### src/rtl/core/fma_pkg.sv
`timescale 1ns / 1ps
// ----------------------------------------------------------------------------
// Frame MSE accumulator package
// Widths, register indexes, queue record and divider request/response types,
// and the back-end state encoding shared by the frame_mse_accumulator files.
// ----------------------------------------------------------------------------
package fma_pkg;

    localparam int SIDE_W      = 13;
    localparam int AREA_W      = 2 * SIDE_W;
    localparam int FSUM_W      = 40;
    localparam int TSUM_W      = 56;
    localparam int COUNT_W     = 16;
    localparam int ERR_W       = 24;
    localparam int DEN_W       = AREA_W + COUNT_W;
    localparam int MAX_SIDE    = 4096;
    localparam int QUEUE_DEPTH = 2;

    localparam int APB_ADDR_W  = 3;
    localparam int APB_DATA_W  = 32;

    localparam logic [SIDE_W-1:0] RESET_WIDTH  = 13'd640;
    localparam logic [SIDE_W-1:0] RESET_HEIGHT = 13'd480;

    // Register index taken from paddr[2].
    localparam logic REG_FRAME_WIDTH  = 1'b0;
    localparam logic REG_FRAME_HEIGHT = 1'b1;

    // One closed frame, handed from the front end to the back end.
    typedef struct packed {
        logic [FSUM_W-1:0] sum;
        logic [AREA_W-1:0] area;
        logic              final_frame;
    } fma_rec_t;

    typedef struct packed {
        logic              start;
        logic [TSUM_W-1:0] num;
        logic [DEN_W-1:0]  den;
    } fma_div_req_t;

    typedef struct packed {
        logic             busy;
        logic             done;
        logic [ERR_W-1:0] quot;
    } fma_div_rsp_t;

    typedef enum logic [2:0] {
        ST_IDLE,
        ST_UPDATE,
        ST_DIV_FRAME,
        ST_MULT,
        ST_TOTAL_START,
        ST_DIV_TOTAL,
        ST_OUT
    } fma_state_t;

endpackage

### src/rtl/core/fma_pixel_if.sv
`timescale 1ns / 1ps
// ----------------------------------------------------------------------------
// Pixel pair channel
// Valid/ready channel carrying one pair of co-located pixels per item.
// ----------------------------------------------------------------------------
interface fma_pixel_if #(
    parameter int PIXEL_BITS = 8
) ();
    logic                  valid;
    logic                  ready;
    logic [PIXEL_BITS-1:0] pixel_a;
    logic [PIXEL_BITS-1:0] pixel_b;
    logic                  final_frame;

    modport source (output valid, output pixel_a, output pixel_b, output final_frame,
                    input ready);
    modport sink   (input valid, input pixel_a, input pixel_b, input final_frame,
                    output ready);
endinterface

### src/rtl/core/fma_result_if.sv
`timescale 1ns / 1ps
// ----------------------------------------------------------------------------
// Frame result channel
// Valid/ready channel carrying one frame error report per item.
// ----------------------------------------------------------------------------
interface fma_result_if ();
    logic                        valid;
    logic                        ready;
    logic [fma_pkg::COUNT_W-1:0] frame_number;
    logic [fma_pkg::ERR_W-1:0]   frame_mse;
    logic [fma_pkg::ERR_W-1:0]   max_mse;
    logic [fma_pkg::ERR_W-1:0]   mean_mse;
    logic                        sequence_done;

    modport source (output valid, output frame_number, output frame_mse, output max_mse,
                    output mean_mse, output sequence_done, input ready);
    modport sink   (input valid, input frame_number, input frame_mse, input max_mse,
                    input mean_mse, input sequence_done, output ready);
endinterface

### src/rtl/core/fma_front.sv
`timescale 1ns / 1ps
// ----------------------------------------------------------------------------
// Frame MSE front end
// Squares pixel differences, accumulates the frame sum and detects frame end.
// ----------------------------------------------------------------------------
module fma_front #(
    parameter int PIXEL_BITS = 8
) (
    input  logic                        clk,
    input  logic                        rst_n,
    fma_pixel_if.sink                   pix,
    input  logic [fma_pkg::AREA_W-1:0]  area,
    input  logic                        queue_full,
    output logic                        push,
    output fma_pkg::fma_rec_t           push_rec
);
    localparam int SQ_W      = 2 * PIXEL_BITS;
    localparam int FSUM_W    = fma_pkg::FSUM_W;
    localparam int SUM_EXT_W = FSUM_W + 1;
    localparam int AREA_W    = fma_pkg::AREA_W;

    logic                  s0_valid_reg;
    logic [SQ_W-1:0]       s0_sq_reg;
    logic                  s0_final_reg;
    logic [FSUM_W-1:0]     frame_sum_reg;
    logic [AREA_W-1:0]     pixel_count_reg;

    logic [PIXEL_BITS-1:0] diff;
    logic [SQ_W-1:0]       sq_next;
    logic [SUM_EXT_W-1:0]  sum_ext;
    logic [FSUM_W-1:0]     sum_sat;
    logic [AREA_W-1:0]     count_inc;
    logic                  close;
    logic                  stall;

    assign diff    = (pix.pixel_a >= pix.pixel_b) ? (pix.pixel_a - pix.pixel_b)
                                                  : (pix.pixel_b - pix.pixel_a);
    assign sq_next = SQ_W'(diff) * SQ_W'(diff);

    assign sum_ext   = {1'b0, frame_sum_reg} + SUM_EXT_W'(s0_sq_reg);
    assign sum_sat   = sum_ext[FSUM_W] ? {FSUM_W{1'b1}} : sum_ext[FSUM_W-1:0];
    assign count_inc = pixel_count_reg + AREA_W'(1);
    assign close     = count_inc >= area;

    // The whole front end holds when a frame closes and the queue has no room.
    assign stall     = s0_valid_reg && close && queue_full;
    assign pix.ready = !stall;
    assign push      = s0_valid_reg && close && !queue_full;

    assign push_rec.sum         = sum_sat;
    assign push_rec.area        = area;
    assign push_rec.final_frame = s0_final_reg;

    always_ff @(posedge clk or negedge rst_n)
    begin
        if (!rst_n)
        begin
            s0_valid_reg    <= 1'b0;
            frame_sum_reg   <= '0;
            pixel_count_reg <= '0;
        end
        else if (!stall)
        begin
            s0_valid_reg <= pix.valid;
            if (s0_valid_reg)
            begin
                if (close)
                begin
                    frame_sum_reg   <= '0;
                    pixel_count_reg <= '0;
                end
                else
                begin
                    frame_sum_reg   <= sum_sat;
                    pixel_count_reg <= count_inc;
                end
            end
        end
    end

    always_ff @(posedge clk)
    begin
        if (!stall)
        begin
            s0_sq_reg    <= sq_next;
            s0_final_reg <= pix.final_frame;
        end
    end

    a_close_clears: assert property (@(posedge clk) disable iff (!rst_n)
        push |=> (pixel_count_reg == '0) && (frame_sum_reg == '0))
        else $error("frame state not cleared after frame close");

    a_stall_holds: assert property (@(posedge clk) disable iff (!rst_n)
        stall |=> s0_valid_reg && $stable(s0_sq_reg) && $stable(pixel_count_reg))
        else $error("front stage moved while stalled");

endmodule

### src/rtl/core/fma_queue.sv
`timescale 1ns / 1ps
// ----------------------------------------------------------------------------
// Frame record queue
// Small register queue of closed-frame records between front and back end.
// ----------------------------------------------------------------------------
module fma_queue (
    input  logic              clk,
    input  logic              rst_n,
    input  logic              push,
    input  fma_pkg::fma_rec_t wr_rec,
    input  logic              pop,
    output fma_pkg::fma_rec_t rd_rec,
    output logic              full,
    output logic              empty
);
    localparam int DEPTH = fma_pkg::QUEUE_DEPTH;
    localparam int PTR_W = (DEPTH > 1) ? $clog2(DEPTH) : 1;
    localparam int CNT_W = $clog2(DEPTH + 1);

    fma_pkg::fma_rec_t entry_reg [DEPTH];
    logic [PTR_W-1:0]  wr_ptr_reg;
    logic [PTR_W-1:0]  rd_ptr_reg;
    logic [CNT_W-1:0]  count_reg;

    assign full   = count_reg == CNT_W'(DEPTH);
    assign empty  = count_reg == '0;
    assign rd_rec = entry_reg[rd_ptr_reg];

    function automatic logic [PTR_W-1:0] ptr_inc(input logic [PTR_W-1:0] p);
        logic [PTR_W-1:0] r;
        if (p == PTR_W'(DEPTH - 1))
            r = '0;
        else
            r = p + PTR_W'(1);
        return r;
    endfunction

    always_ff @(posedge clk or negedge rst_n)
    begin
        if (!rst_n)
        begin
            wr_ptr_reg <= '0;
            rd_ptr_reg <= '0;
            count_reg  <= '0;
        end
        else
        begin
            if (push)
                wr_ptr_reg <= ptr_inc(wr_ptr_reg);
            if (pop)
                rd_ptr_reg <= ptr_inc(rd_ptr_reg);
            if (push && !pop)
                count_reg <= count_reg + CNT_W'(1);
            else if (pop && !push)
                count_reg <= count_reg - CNT_W'(1);
        end
    end

    always_ff @(posedge clk)
    begin
        if (push)
            entry_reg[wr_ptr_reg] <= wr_rec;
    end

    a_no_overflow: assert property (@(posedge clk) disable iff (!rst_n)
        push |-> !full)
        else $error("frame record pushed into a full queue");

    a_no_underflow: assert property (@(posedge clk) disable iff (!rst_n)
        pop |-> !empty)
        else $error("frame record popped from an empty queue");

endmodule

### src/rtl/core/fma_div.sv
`timescale 1ns / 1ps
// ----------------------------------------------------------------------------
// Fixed-point divider
// Restoring radix-2 divider, one quotient bit per cycle, saturating result.
// ----------------------------------------------------------------------------
module fma_div #(
    parameter int FRACTION_BITS = 8
) (
    input  logic                  clk,
    input  logic                  rst_n,
    input  fma_pkg::fma_div_req_t req,
    output fma_pkg::fma_div_rsp_t rsp
);
    localparam int TSUM_W = fma_pkg::TSUM_W;
    localparam int DEN_W  = fma_pkg::DEN_W;
    localparam int ERR_W  = fma_pkg::ERR_W;
    localparam int NUM_W  = TSUM_W + FRACTION_BITS;
    localparam int CNT_W  = $clog2(NUM_W);
    localparam int REM_W  = DEN_W + 1;

    logic [NUM_W-1:0] num_reg;
    logic [DEN_W-1:0] den_reg;
    logic [DEN_W-1:0] rem_reg;
    logic [ERR_W-1:0] quot_reg;
    logic             ovf_reg;
    logic [CNT_W-1:0] step_reg;
    logic             busy_reg;
    logic             done_reg;

    logic [REM_W-1:0] rem_shift;
    logic [REM_W-1:0] rem_sub;
    logic             take;

    // The remainder stays below the divisor, so one extra bit holds the shift.
    assign rem_shift = {rem_reg, num_reg[NUM_W-1]};
    assign take      = rem_shift >= {1'b0, den_reg};
    assign rem_sub   = rem_shift - {1'b0, den_reg};

    assign rsp.busy = busy_reg;
    assign rsp.done = done_reg;
    assign rsp.quot = ovf_reg ? {ERR_W{1'b1}} : quot_reg;

    always_ff @(posedge clk or negedge rst_n)
    begin
        if (!rst_n)
        begin
            busy_reg <= 1'b0;
            done_reg <= 1'b0;
            step_reg <= '0;
        end
        else
        begin
            done_reg <= 1'b0;
            if (req.start)
            begin
                busy_reg <= 1'b1;
                step_reg <= '0;
            end
            else if (busy_reg)
            begin
                step_reg <= step_reg + CNT_W'(1);
                if (step_reg == CNT_W'(NUM_W - 1))
                begin
                    busy_reg <= 1'b0;
                    done_reg <= 1'b1;
                end
            end
        end
    end

    always_ff @(posedge clk)
    begin
        if (req.start)
        begin
            num_reg  <= NUM_W'(req.num) << FRACTION_BITS;
            den_reg  <= req.den;
            rem_reg  <= '0;
            quot_reg <= '0;
            ovf_reg  <= 1'b0;
        end
        else if (busy_reg)
        begin
            num_reg  <= num_reg << 1;
            rem_reg  <= take ? rem_sub[DEN_W-1:0] : rem_shift[DEN_W-1:0];
            // A one shifted out of the top of the quotient means saturation.
            ovf_reg  <= ovf_reg | quot_reg[ERR_W-1];
            quot_reg <= {quot_reg[ERR_W-2:0], take};
        end
    end

    a_start_when_idle: assert property (@(posedge clk) disable iff (!rst_n)
        req.start |-> !busy_reg)
        else $error("divider started while busy");

    a_done_after_busy: assert property (@(posedge clk) disable iff (!rst_n)
        done_reg |-> $past(busy_reg) && !busy_reg)
        else $error("divider done without a running division");

endmodule

### src/rtl/core/fma_back.sv
`timescale 1ns / 1ps
// ----------------------------------------------------------------------------
// Frame MSE back end
// Sequences the per-frame work: sequence totals, frame and sequence means.
// ----------------------------------------------------------------------------
module fma_back (
    input  logic                  clk,
    input  logic                  rst_n,
    input  fma_pkg::fma_rec_t     rd_rec,
    input  logic                  queue_empty,
    output logic                  pop,
    output fma_pkg::fma_div_req_t div_req,
    input  fma_pkg::fma_div_rsp_t div_rsp,
    fma_result_if.source          res
);
    localparam int TSUM_W    = fma_pkg::TSUM_W;
    localparam int TSUM_EX_W = TSUM_W + 1;
    localparam int COUNT_W   = fma_pkg::COUNT_W;
    localparam int ERR_W     = fma_pkg::ERR_W;
    localparam int DEN_W     = fma_pkg::DEN_W;

    fma_pkg::fma_state_t state_reg, state_next;
    fma_pkg::fma_rec_t   rec_reg, rec_next;
    logic [TSUM_W-1:0]   total_reg, total_next;
    logic [COUNT_W-1:0]  count_reg, count_next;
    logic [ERR_W-1:0]    largest_reg, largest_next;
    logic [COUNT_W-1:0]  index_reg, index_next;
    logic [ERR_W-1:0]    err_reg, err_next;
    logic [ERR_W-1:0]    mean_reg, mean_next;
    logic [DEN_W-1:0]    den_reg, den_next;

    logic [TSUM_EX_W-1:0] total_ext;

    assign total_ext = {1'b0, total_reg} + TSUM_EX_W'(rec_reg.sum);

    assign res.valid         = state_reg == fma_pkg::ST_OUT;
    assign res.frame_number  = index_reg;
    assign res.frame_mse     = err_reg;
    assign res.max_mse       = largest_reg;
    assign res.mean_mse      = mean_reg;
    assign res.sequence_done = rec_reg.final_frame;

    always_comb
    begin
        state_next   = state_reg;
        rec_next     = rec_reg;
        total_next   = total_reg;
        count_next   = count_reg;
        largest_next = largest_reg;
        index_next   = index_reg;
        err_next     = err_reg;
        mean_next    = mean_reg;
        den_next     = den_reg;
        pop          = 1'b0;
        div_req      = '0;

        case (state_reg)
            fma_pkg::ST_IDLE:
            begin
                if (!queue_empty)
                begin
                    pop        = 1'b1;
                    rec_next   = rd_rec;
                    state_next = fma_pkg::ST_UPDATE;
                end
            end
            fma_pkg::ST_UPDATE:
            begin
                total_next = total_ext[TSUM_W] ? {TSUM_W{1'b1}} : total_ext[TSUM_W-1:0];
                index_next = count_reg;
                if (count_reg != {COUNT_W{1'b1}})
                    count_next = count_reg + COUNT_W'(1);
                div_req.start = 1'b1;
                div_req.num   = TSUM_W'(rec_reg.sum);
                div_req.den   = DEN_W'(rec_reg.area);
                state_next    = fma_pkg::ST_DIV_FRAME;
            end
            fma_pkg::ST_DIV_FRAME:
            begin
                if (div_rsp.done)
                begin
                    err_next = div_rsp.quot;
                    if (div_rsp.quot > largest_reg)
                        largest_next = div_rsp.quot;
                    if (rec_reg.final_frame)
                        state_next = fma_pkg::ST_MULT;
                    else
                    begin
                        mean_next  = '0;
                        state_next = fma_pkg::ST_OUT;
                    end
                end
            end
            fma_pkg::ST_MULT:
            begin
                den_next   = DEN_W'(rec_reg.area) * DEN_W'(count_reg);
                state_next = fma_pkg::ST_TOTAL_START;
            end
            fma_pkg::ST_TOTAL_START:
            begin
                div_req.start = 1'b1;
                div_req.num   = total_reg;
                div_req.den   = den_reg;
                state_next    = fma_pkg::ST_DIV_TOTAL;
            end
            fma_pkg::ST_DIV_TOTAL:
            begin
                if (div_rsp.done)
                begin
                    mean_next  = div_rsp.quot;
                    state_next = fma_pkg::ST_OUT;
                end
            end
            fma_pkg::ST_OUT:
            begin
                if (res.ready)
                begin
                    if (rec_reg.final_frame)
                    begin
                        total_next   = '0;
                        count_next   = '0;
                        largest_next = '0;
                    end
                    state_next = fma_pkg::ST_IDLE;
                end
            end
            default:
            begin
                state_next = fma_pkg::ST_IDLE;
            end
        endcase
    end

    always_ff @(posedge clk or negedge rst_n)
    begin
        if (!rst_n)
        begin
            state_reg   <= fma_pkg::ST_IDLE;
            total_reg   <= '0;
            count_reg   <= '0;
            largest_reg <= '0;
        end
        else
        begin
            state_reg   <= state_next;
            total_reg   <= total_next;
            count_reg   <= count_next;
            largest_reg <= largest_next;
        end
    end

    always_ff @(posedge clk)
    begin
        rec_reg   <= rec_next;
        index_reg <= index_next;
        err_reg   <= err_next;
        mean_reg  <= mean_next;
        den_reg   <= den_next;
    end

    a_result_holds: assert property (@(posedge clk) disable iff (!rst_n)
        (res.valid && !res.ready) |=> res.valid && $stable(err_reg) && $stable(mean_reg))
        else $error("frame result changed while waiting");

    a_mean_only_final: assert property (@(posedge clk) disable iff (!rst_n)
        (res.valid && !rec_reg.final_frame) |-> (mean_reg == '0))
        else $error("sequence mean given outside the final frame");

endmodule

### src/rtl/core/frame_mse_accumulator.sv
// A frame result appears once the frame's last item has passed the square register, the
// queue and one division in the back end (two on the final frame). Throughput: one
// pixel item per cycle, but the front end stalls when a frame closes with the queue
// full; each close holds the back end for one serial division (two on the final frame),
// which a queue of closed frames absorbs. Reset is asynchronous and active low; it
// clears all accumulators and the queue, sets a 640 by 480 frame; no clearing pass.
`timescale 1ns / 1ps
// ----------------------------------------------------------------------------
// Frame MSE accumulator
// Mean squared error between two video sequences, per frame and per sequence.
// ----------------------------------------------------------------------------
module frame_mse_accumulator #(
    parameter int PIXEL_BITS    = 8,
    parameter int FRACTION_BITS = 8
) (
    input  logic                             clk,
    input  logic                             rst_n,
    // APB-style configuration port.
    input  logic                             psel,
    input  logic                             penable,
    input  logic                             pwrite,
    input  logic [fma_pkg::APB_ADDR_W-1:0]   paddr,
    input  logic [fma_pkg::APB_DATA_W-1:0]   pwdata,
    output logic [fma_pkg::APB_DATA_W-1:0]   prdata,
    output logic                             pready,
    // Pixel pair items in, frame results out.
    fma_pixel_if.sink                        pix,
    fma_result_if.source                     res
);
    localparam int SIDE_W = fma_pkg::SIDE_W;
    localparam int AREA_W = fma_pkg::AREA_W;
    localparam int DATA_W = fma_pkg::APB_DATA_W;

    // Configuration registers. The register index is paddr[2]; the low
    // address bits are not decoded.
    logic [SIDE_W-1:0] width_reg;
    logic [SIDE_W-1:0] height_reg;
    logic              cfg_write;
    logic              cfg_index;

    logic [SIDE_W-1:0] width_eff;
    logic [SIDE_W-1:0] height_eff;
    logic [AREA_W-1:0] area;

    logic                  push;
    fma_pkg::fma_rec_t     push_rec;
    logic                  pop;
    fma_pkg::fma_rec_t     rd_rec;
    logic                  queue_full;
    logic                  queue_empty;
    fma_pkg::fma_div_req_t div_req;
    fma_pkg::fma_div_rsp_t div_rsp;

    assign pready    = 1'b1;
    assign cfg_index = paddr[2];
    assign cfg_write = psel && penable && pwrite;

    always_comb
    begin
        case (cfg_index)
            fma_pkg::REG_FRAME_WIDTH:  prdata = DATA_W'(width_reg);
            fma_pkg::REG_FRAME_HEIGHT: prdata = DATA_W'(height_reg);
            default:                   prdata = '0;
        endcase
    end

    always_ff @(posedge clk or negedge rst_n)
    begin
        if (!rst_n)
        begin
            width_reg  <= fma_pkg::RESET_WIDTH;
            height_reg <= fma_pkg::RESET_HEIGHT;
        end
        else if (cfg_write)
        begin
            case (cfg_index)
                fma_pkg::REG_FRAME_WIDTH:  width_reg  <= pwdata[SIDE_W-1:0];
                fma_pkg::REG_FRAME_HEIGHT: height_reg <= pwdata[SIDE_W-1:0];
                default:                   width_reg  <= width_reg;
            endcase
        end
    end

    // A side of zero counts as one, and a side beyond the largest supported
    // frame counts as that largest side.
    function automatic logic [SIDE_W-1:0] clamp_side(input logic [SIDE_W-1:0] v);
        logic [SIDE_W-1:0] r;
        if (v == '0)
            r = SIDE_W'(1);
        else if (v > SIDE_W'(fma_pkg::MAX_SIDE))
            r = SIDE_W'(fma_pkg::MAX_SIDE);
        else
            r = v;
        return r;
    endfunction

    assign width_eff  = clamp_side(width_reg);
    assign height_eff = clamp_side(height_reg);
    assign area       = AREA_W'(width_eff) * AREA_W'(height_eff);

    // Front end: squares each difference, sums the frame and spots its end.
    fma_front #(
        .PIXEL_BITS (PIXEL_BITS)
    ) u_front (
        .clk        (clk),
        .rst_n      (rst_n),
        .pix        (pix),
        .area       (area),
        .queue_full (queue_full),
        .push       (push),
        .push_rec   (push_rec)
    );

    // Closed frames wait here while the back end divides.
    fma_queue u_queue (
        .clk    (clk),
        .rst_n  (rst_n),
        .push   (push),
        .wr_rec (push_rec),
        .pop    (pop),
        .rd_rec (rd_rec),
        .full   (queue_full),
        .empty  (queue_empty)
    );

    // One serial divider serves both the frame mean and the sequence mean.
    fma_div #(
        .FRACTION_BITS (FRACTION_BITS)
    ) u_div (
        .clk   (clk),
        .rst_n (rst_n),
        .req   (div_req),
        .rsp   (div_rsp)
    );

    // Back end: sequence totals, largest error and the result register.
    fma_back u_back (
        .clk         (clk),
        .rst_n       (rst_n),
        .rd_rec      (rd_rec),
        .queue_empty (queue_empty),
        .pop         (pop),
        .div_req     (div_req),
        .div_rsp     (div_rsp),
        .res         (res)
    );

    a_area_nonzero: assert property (@(posedge clk) disable iff (!rst_n)
        area != '0)
        else $error("frame area is zero");

    a_result_from_back: assert property (@(posedge clk) disable iff (!rst_n)
        res.valid |-> !div_rsp.busy)
        else $error("result shown while a division runs");

    a_push_sees_area: assert property (@(posedge clk) disable iff (!rst_n)
        push |-> (push_rec.area == area))
        else $error("closed frame carries a stale area");

endmodule
### src/flat_wrapper.sv
// flat-port wrapper written by rule: the top's interface ports become plain ports
module frame_mse_accumulator_flat 
#(
    parameter int PIXEL_BITS    = 8,
    parameter int FRACTION_BITS = 8
)
  (clk, rst_n, psel, penable, pwrite, paddr, pwdata, prdata, pready, pix_valid, pix_pixel_a, pix_pixel_b, pix_final_frame, pix_ready, res_valid, res_frame_number, res_frame_mse, res_max_mse, res_mean_mse, res_sequence_done, res_ready);
  fma_pixel_if #(.PIXEL_BITS(PIXEL_BITS)) pix_i ();
  fma_result_if res_i ();
  input  logic clk;
  input  logic rst_n;
  input  logic psel;
  input  logic penable;
  input  logic pwrite;
  input  logic [fma_pkg::APB_ADDR_W-1:0] paddr;
  input  logic [fma_pkg::APB_DATA_W-1:0] pwdata;
  output logic [fma_pkg::APB_DATA_W-1:0] prdata;
  output logic pready;
  input wire logic [$bits(pix_i.valid)-1:0] pix_valid;
  input wire logic [$bits(pix_i.pixel_a)-1:0] pix_pixel_a;
  input wire logic [$bits(pix_i.pixel_b)-1:0] pix_pixel_b;
  input wire logic [$bits(pix_i.final_frame)-1:0] pix_final_frame;
  output wire logic [$bits(pix_i.ready)-1:0] pix_ready;
  output wire logic [$bits(res_i.valid)-1:0] res_valid;
  output wire logic [$bits(res_i.frame_number)-1:0] res_frame_number;
  output wire logic [$bits(res_i.frame_mse)-1:0] res_frame_mse;
  output wire logic [$bits(res_i.max_mse)-1:0] res_max_mse;
  output wire logic [$bits(res_i.mean_mse)-1:0] res_mean_mse;
  output wire logic [$bits(res_i.sequence_done)-1:0] res_sequence_done;
  input wire logic [$bits(res_i.ready)-1:0] res_ready;
  assign pix_i.valid = pix_valid;
  assign pix_i.pixel_a = pix_pixel_a;
  assign pix_i.pixel_b = pix_pixel_b;
  assign pix_i.final_frame = pix_final_frame;
  assign pix_ready = pix_i.ready;
  assign res_valid = res_i.valid;
  assign res_frame_number = res_i.frame_number;
  assign res_frame_mse = res_i.frame_mse;
  assign res_max_mse = res_i.max_mse;
  assign res_mean_mse = res_i.mean_mse;
  assign res_sequence_done = res_i.sequence_done;
  assign res_i.ready = res_ready;
  frame_mse_accumulator #(.PIXEL_BITS(PIXEL_BITS), .FRACTION_BITS(FRACTION_BITS)) u_core (.clk(clk), .rst_n(rst_n), .psel(psel), .penable(penable), .pwrite(pwrite), .paddr(paddr), .pwdata(pwdata), .prdata(prdata), .pready(pready), .pix(pix_i), .res(res_i));
endmodule
### config.mk
export PLATFORM = sky130hd
export DESIGN_NAME = frame_mse_accumulator_flat
export DESIGN_NICKNAME = d
export VERILOG_FILES = /design/src/rtl/core/fma_pkg.sv /design/src/rtl/core/fma_pixel_if.sv /design/src/rtl/core/fma_result_if.sv /design/src/rtl/core/fma_front.sv /design/src/rtl/core/fma_queue.sv /design/src/rtl/core/fma_div.sv /design/src/rtl/core/fma_back.sv /design/src/rtl/core/frame_mse_accumulator.sv /design/src/flat_wrapper.sv
export SDC_FILE = /design/constraint.sdc
export NUM_CORES = 2
export LEC_CHECK = 0
export BUFFER_PORTS_ARGS = -buffer_cell sky130_fd_sc_hd__buf_2
export CAP_MARGIN = 20
export CORE_MARGIN = 5
export CORE_UTILIZATION = 30
export CTS_CLUSTER_DIAMETER = 60
export DETAILED_ROUTE_END_ITERATION = 16
export REMOVE_ABC_BUFFERS = 1
export SETUP_SLACK_MARGIN = 0.2
export SYNTH_ARGS = -nofsm -noshare
export SYNTH_HDL_FRONTEND = slang
export SYNTH_HIERARCHICAL = 1
export SYNTH_SLANG_ARGS = --single-unit
### constraint.sdc
create_clock -name clk -period 14.1 [get_ports clk]
set_input_delay 4.23 -clock clk [delete_from_list [all_inputs] [get_ports clk]]
set_output_delay 4.23 -clock clk [all_outputs]
set_load 0.005 [all_outputs]
-- Word level (Yosys, flattened, before mapping)
Memories as Yosys holds them, arrays and structs flattened. A register that Yosys moved wholly into a read port is not among the register bits.
Index checks and enable logic that the tools add are counted.
- register bits after elaboration: 492
- RAM bits: 134
- input bits: 59
- output and inout port bits: 124
- word-level logic and storage cells: 152
- memories kept: 1
- add/subtract/negate cells: 12
- multiply operators: 3
- magnitude comparators: 6
- equal/unequal tests: 17
- muxes and demuxes: 53
- bitwise operators: 4
- reductions and logical operators: 30
- memory list (name ; depth ; width ; rd ports ; clocked after memory_dff ; wr ports ; RTL line ; RTL):
    u_core.u_queue.entry_reg ; 2 ; 67 ; 1 ; 1 ; 1 ; fma_queue.sv:20 ; fma_pkg::fma_rec_t entry_reg [DEPTH];
- operators by type and width (operator ; count):
    99-bit one-hot mux with 2 select lines ; 1
    24-bit two-way mux ; 8
    56-bit two-way mux ; 3
    64-bit two-way mux ; 2
    56-bit one-hot mux with 2 select lines ; 1
    24-bit one-hot mux with 2 select lines ; 2
    40-bit two-way mux ; 2
    32-bit one-hot mux with 2 select lines ; 1
    56-bit by 40-bit adder with 57-bit output ; 1
    13-bit two-way mux ; 4
    16-bit two-way mux ; 3
    43-bit by 42-bit >= comparator with 1-bit output ; 1
    26-bit by 16-bit multiplier with 42-bit output ; 1
    42-bit two-way mux ; 1
    42-bit subtractor ; 1
    40-bit by 16-bit adder with 41-bit output ; 1
    16-bit one-hot mux with 2 select lines ; 1
    26-bit by 1-bit adder with 26-bit output (second input constant) ; 1
    26-bit >= comparator ; 1
    13-bit > comparator (second input constant) ; 2
    13-bit logical NOT ; 2
    13-bit by 13-bit multiplier with 26-bit output ; 1
    26-bit two-way mux ; 1
    24-bit > comparator ; 1
    33 further kinds ; 82

-- Depth between registers and ports, before layout
- word-level depth: 11
- depth in mapped cells: 34
- mapped depth without buffers: 32

-- Cells and area by module
Netlist, hierarchy kept.
- modules (own cells, without submodules) (module ; instances ; cells an instance ; area each (sq um) ; seq. area each (sq um)):
    fma_back ; 1 ; 2767 ; 26892.0 ; 7672.4
    fma_div ; 1 ; 896 ; 9272.6 ; 4484.3
    fma_front ; 1 ; 1028 ; 8640.8 ; 2157.1
    frame_mse_accumulator ; 1 ; 819 ; 7119.3 ; 658.1
    fma_queue ; 1 ; 225 ; 5112.4 ; 4124.0

-- Least setup slack after synthesis
Ideal clock, no wire load.
- path type: flip-flop to output port
- from: register u_core.width_reg[12]
- to: output port pix_ready
- arrival: 6.944 ns
- data required time: 9.870 ns
- path slack: 2.926 ns
- cell stages (with the launch flop): 29
- buffers on the path: 2
- cell sequence: dfrtp_1 -> clkbuf_1 -> clkbuf_1 -> nand2b_1 -> nor2_1 -> fa_1 -> inv_1 -> fa_1 -> inv_1 -> fa_1 -> fa_1 -> inv_1 -> fa_1 -> inv_1 -> ha_1 -> a211oi_1 -> nor2_1 -> nor2_2 -> o31ai_4 -> a311oi_1 -> xnor2_1 -> inv_1 -> ha_1 -> nand3_1 -> or4_1 -> nor2_1 -> inv_1 -> o211a_1 -> nand3b_1
- longest elaborated chain between the ends: 8
- elaborated cells between the ends (all ways): 9
- those cells by class: mul (1); order compare (2); mux (2); reduce/logical (4)
- ends and longest elaborated chain (item ; RTL line ; RTL):
    from (decl) ; frame_mse_accumulator.sv:36 ; logic [SIDE_W-1:0] width_reg;
    from (signal assigned) ; frame_mse_accumulator.sv:71 ; width_reg <= fma_pkg::RESET_WIDTH;
    from (signal assigned) ; frame_mse_accumulator.sv:77 ; fma_pkg::REG_FRAME_WIDTH: width_reg <= pwdata[SIDE_W-1:0];
    from (signal assigned) ; frame_mse_accumulator.sv:79 ; default: width_reg <= width_reg;
    13-bit > comparator ; frame_mse_accumulator.sv:90 ; else if (v > SIDE_W'(fma_pkg::MAX_SIDE))
    13-bit two-way mux ; frame_mse_accumulator.sv:90 ;
    13-bit two-way mux (*) ; frame_mse_accumulator.sv:88 ; if (v == '0)
    13-bit by 13-bit multiplier with 26-bit output (*) ; frame_mse_accumulator.sv:99 ; assign area = AREA_W'(width_eff) * AREA_W'(height_eff);
    net u_core.area[19] ; frame_mse_accumulator.sv:43 ; logic [AREA_W-1:0] area;
    26-bit >= comparator (*) ; fma_front.sv:43 ; assign close = count_inc >= area;
    1-bit logical AND (*) (2 in series) ; fma_front.sv:46 ; assign stall = s0_valid_reg && close && queue_full;
    1-bit logical NOT (*) ; n/a ;
    to (decl) ; flat_wrapper.sv:23 ; output wire logic [$bits(pix_i.ready)-1:0] pix_ready;
Mark *: on every way through the listed nets, which the timed path passes. The rest lies on a longest branch.

-- Worst setup path in the final report
- from: register u_core.height_reg[12]
- to: output port pix_ready
- longest elaborated chain between the ends: 8
- elaborated cells between the ends (all ways): 9
- those cells by class: mul (1); order compare (2); mux (2); reduce/logical (4)
- ends and longest elaborated chain (item ; RTL line ; RTL):
    from (decl) ; frame_mse_accumulator.sv:37 ; logic [SIDE_W-1:0] height_reg;
    from (signal assigned) ; frame_mse_accumulator.sv:72 ; height_reg <= fma_pkg::RESET_HEIGHT;
    from (signal assigned) ; frame_mse_accumulator.sv:78 ; fma_pkg::REG_FRAME_HEIGHT: height_reg <= pwdata[SIDE_W-1:0];
    13-bit > comparator ; frame_mse_accumulator.sv:90 ;
    13-bit two-way mux ; frame_mse_accumulator.sv:90 ;
    13-bit two-way mux (*) ; frame_mse_accumulator.sv:88 ;
    13-bit by 13-bit multiplier with 26-bit output (*) ; frame_mse_accumulator.sv:99 ;
    net u_core.area[21] ; frame_mse_accumulator.sv:43 ;
    26-bit >= comparator (*) ; fma_front.sv:43 ;
    1-bit logical AND (*) (2 in series) ; fma_front.sv:46 ;
    1-bit logical NOT (*) ; n/a ;
Marked as above.

==> results <==
- For this design, the CTS-stage hold fixing added 0 buffers.
- For the worst-skew pair, the clock arrives at the later sink with an insertion delay of 0.70 ns.
- The peak supply drop is approximately 0.16 mV.
- Excluding fillers, the count of instances in the completed layout stands at 8,282.
- The worst reg2reg path depth is 28.
- The first global-routing pass estimated 221,000 um of wire.
- The final count of pins violating max slew is 0.
- The total grt overflow is 0.
- The maximum number of pins on one net before global-route repair is 97.
- The synthesized area divided by synthesized cell count is about 9.9 um^2.
- Setup repair after global routing left no endpoint under its margin.
- The cell count of the worst hold path is 0.
- The final-layout fill cell count is approximately 19,000.
- The post-route core utilization is 0.331.
- The area growth from synthesis to layout is 9.94%.
- The routed layout has 40,200 vias.
- In this run the tool buffered the top-level ports with 141 buffer cells.
- The leakage component of the power is 28.8 nW.
- Based on the critical path, the design can be clocked at up to ~76 MHz.
- In this run the number of H-tree levels came out at 3.
- The stage delay of the slowest cell on the critical path is 0.79 ns.
- The region available for standard cell placement spans 190,000 um^2.
- The count of instances resized after the clock tree is built is 0.
- The post-placement cell count is slightly above 8,000.
- The Yosys step of the flow raised 6 warnings.
- Summed over all layers, the routed wires come to 134,000 um.
- Before antenna repair, the detailed router went through 5 iterations.
- The number of buffers between clock root and the deepest sink is 3.
- The root buffer cell is clkbuf_16.
- The maximum fanout along the worst path is 22.
- The detailed router's first-iteration violation count is about 2,500.
- The synthesized netlist cell count is 5,734.
- The clock skew after layout is 0.0348 ns.
- The final-report hold violation count is 0.
- The total negative setup slack is 0 ns.
- The worst setup path is launched from a flop.
- STA classifies the critical path endpoint as an output port.
- Setup slack on the critical path of the routed design comes to 0.986 ns.
- The clock net in this run drives a total of 692 sinks.
- After floorplanning, the core was divided into 160 placement rows.
- Data on the critical path arrives at its endpoint at 8.88 ns.
- The clock period minus worst slack is 13.11 ns.
- Dividing the final minimum period by the clock period gives 0.930.
- The overall power consumption is 7.38 mW.
- The power density normalized to cell area is ~120 nW/um^2.
- The fraction of final layout cells with drive strength greater than 1 is 0.106.
- In this run the count of I/O pins placed on the die edge is 183.
- The total setup violations reported at the end of the flow is 0.
- The worst-case headroom to the max-slew limit is 0.287.
- Clock-pin slew was measured on the worst setup and hold paths at 0.06 ns.
- The number of global-route vias before repair was 41,700.
- The multi-input combinational cells in the finished layout cover a total of 33,600 um^2.
- Summing all placed instances gives a cell area of 59,800 um^2.
- The required arrival time at the worst endpoint is 9.87 ns.
- The via density per instance is 4.85.
- The placed wire-length estimate is 97,600 um.
- The DRC violation count after routing is 0.
- The initial core utilization is 0.301.
- In this run the critical register-to-register path is captured at u_core/u_queue/entry_reg[0][8]$_DFFE_PP_.
- The TritonCTS clock tree is built.
- The sequential cell area is 19,100 um^2.
- The die covers 199,000 um^2.
- The worst hold path belongs to the class reg2reg.
- The transition at the pin with the smallest max-transition slack is 1.07 ns.
- In this run the post-CTS setup repair buffer count came out at 0.
- The initial antenna violation count is 2.
- The congestion estimate from routability-driven global placement came to 0.879.
- The die height is 446 um.
- The hold path startpoint is u_core/u_front/s0_final_reg$_DFFE_PN_.
- The number of nets at the end of the flow is 6,624.
- The run finished with clean final reports.
- The destination of the worst hold path is u_core/u_queue/entry_reg[0][0]$_DFFE_PP_.
- The path type of the worst setup path is reg2out.
- The register with the most flip-flops in the layout has 134 of them.
- Prior to clock tree synthesis, the placed netlist has a worst setup slack of 1.48 ns.
- The CTS buffer count is slightly above 80.
- The remaining number of nets flagged by the antenna check after routing is 0.
- The number of violations of the max-capacitance limit is 0.
- The routed wirelength normalized by instance count is between 15 and 20 um.
- The register-to-register setup slack is 4.49 ns.
- The worst reg2reg path startpoint is u_core/height_reg[12]$_DFFE_PN0P_.
- The design area is 62,700 um^2.
- After synthesis the cells add up to between 50,000 and 60,000 um^2.
- Across every metal layer, demand over resource in global routing totals 0.135.
- Final hold analysis gives a worst-case slack of 0.463 ns.
- The standard cell with the maximum stage delay on the critical path is nor2b_1.
- The die is 446 um wide.
how the worst max path moves through the flow:
| stage | startpoint | to | slack, ns | cells after the start |
|---|---|---|---|---|
| after floorplan | u_core/height_reg[12]$_DFFE_PN0P_ | pix_ready | 2.79 | 26 |
| after global placement | u_core/height_reg[12]$_DFFE_PN0P_ | pix_ready | 1.57 | 25 |
| after detailed placement | u_core/height_reg[12]$_DFFE_PN0P_ | pix_ready | 1.48 | 25 |
| after CTS | u_core/height_reg[12]$_DFFE_PN0P_ | pix_ready | 0.73 | 25 |
| after global routing | u_core/height_reg[12]$_DFFE_PN0P_ | pix_ready | 0.51 | 26 |
| final | u_core/height_reg[12]$_DFFE_PN0P_ | pix_ready | 0.99 | 26 |
area by class of cell:
cell class,instances,share of cell area
well taps,2511,0.0501
diodes,1,0.0000399
flip-flops and latches,692,0.305
repair buffers,195,0.0180
inverters,780,0.0467
clock inverters,52,0.00994
multi-input cells,3947,0.535
clock buffers,104,0.0352
critical path, delay by kind of cell (launching register included):
kind	cells	cell delay, ns
adders and majority gates	7	3.22
xor gates and xnor gates	1	0.30
AOI/OAI and AO/OA	1	0.32
buffers and inverters	7	0.80
and+or+nand+nor	10	2.96
DFF	1	0.61
placed cells by master, fill, tap and decap left out, drive strengths merged, types with 195 or more instances in the layout:
cell / n
edfxtp: 421
ha: 382
inv: 793
a21oi: 284
buf: 195
fa: 484
and2: 247
nor2: 329
dfrtp: 198
nand2: 567
power breakdown:
| part | internal, mW | switching (mW) | total (mW) | leakage (nW) |
|---|---|---|---|---|
| Sequential | 2.38 | 0.0650 | 2.45 | 6.79 |
| Combinational | 1.09 | 1.64 | 2.73 | 20.7 |
| Clock | 1.30 | 0.905 | 2.20 | 1.37 |
| Total | 4.77 | 2.61 | 7.38 | 28.8 |
per-layer routing:
metal | share of wire | wire, um | global-route usage | vias up
li1 | - | - | - | 19100
met1 | 0.46 | 61900 | 0.181 | 20000
met2 | 0.47 | 63600 | 0.228 | 837
met5 | 0 | 0 | 0 | -
met4 | 0.023 | 3090 | 0.0346 | 0
met3 | 0.043 | 5720 | 0.0196 | 201
(Power assumes the default switching activity.)
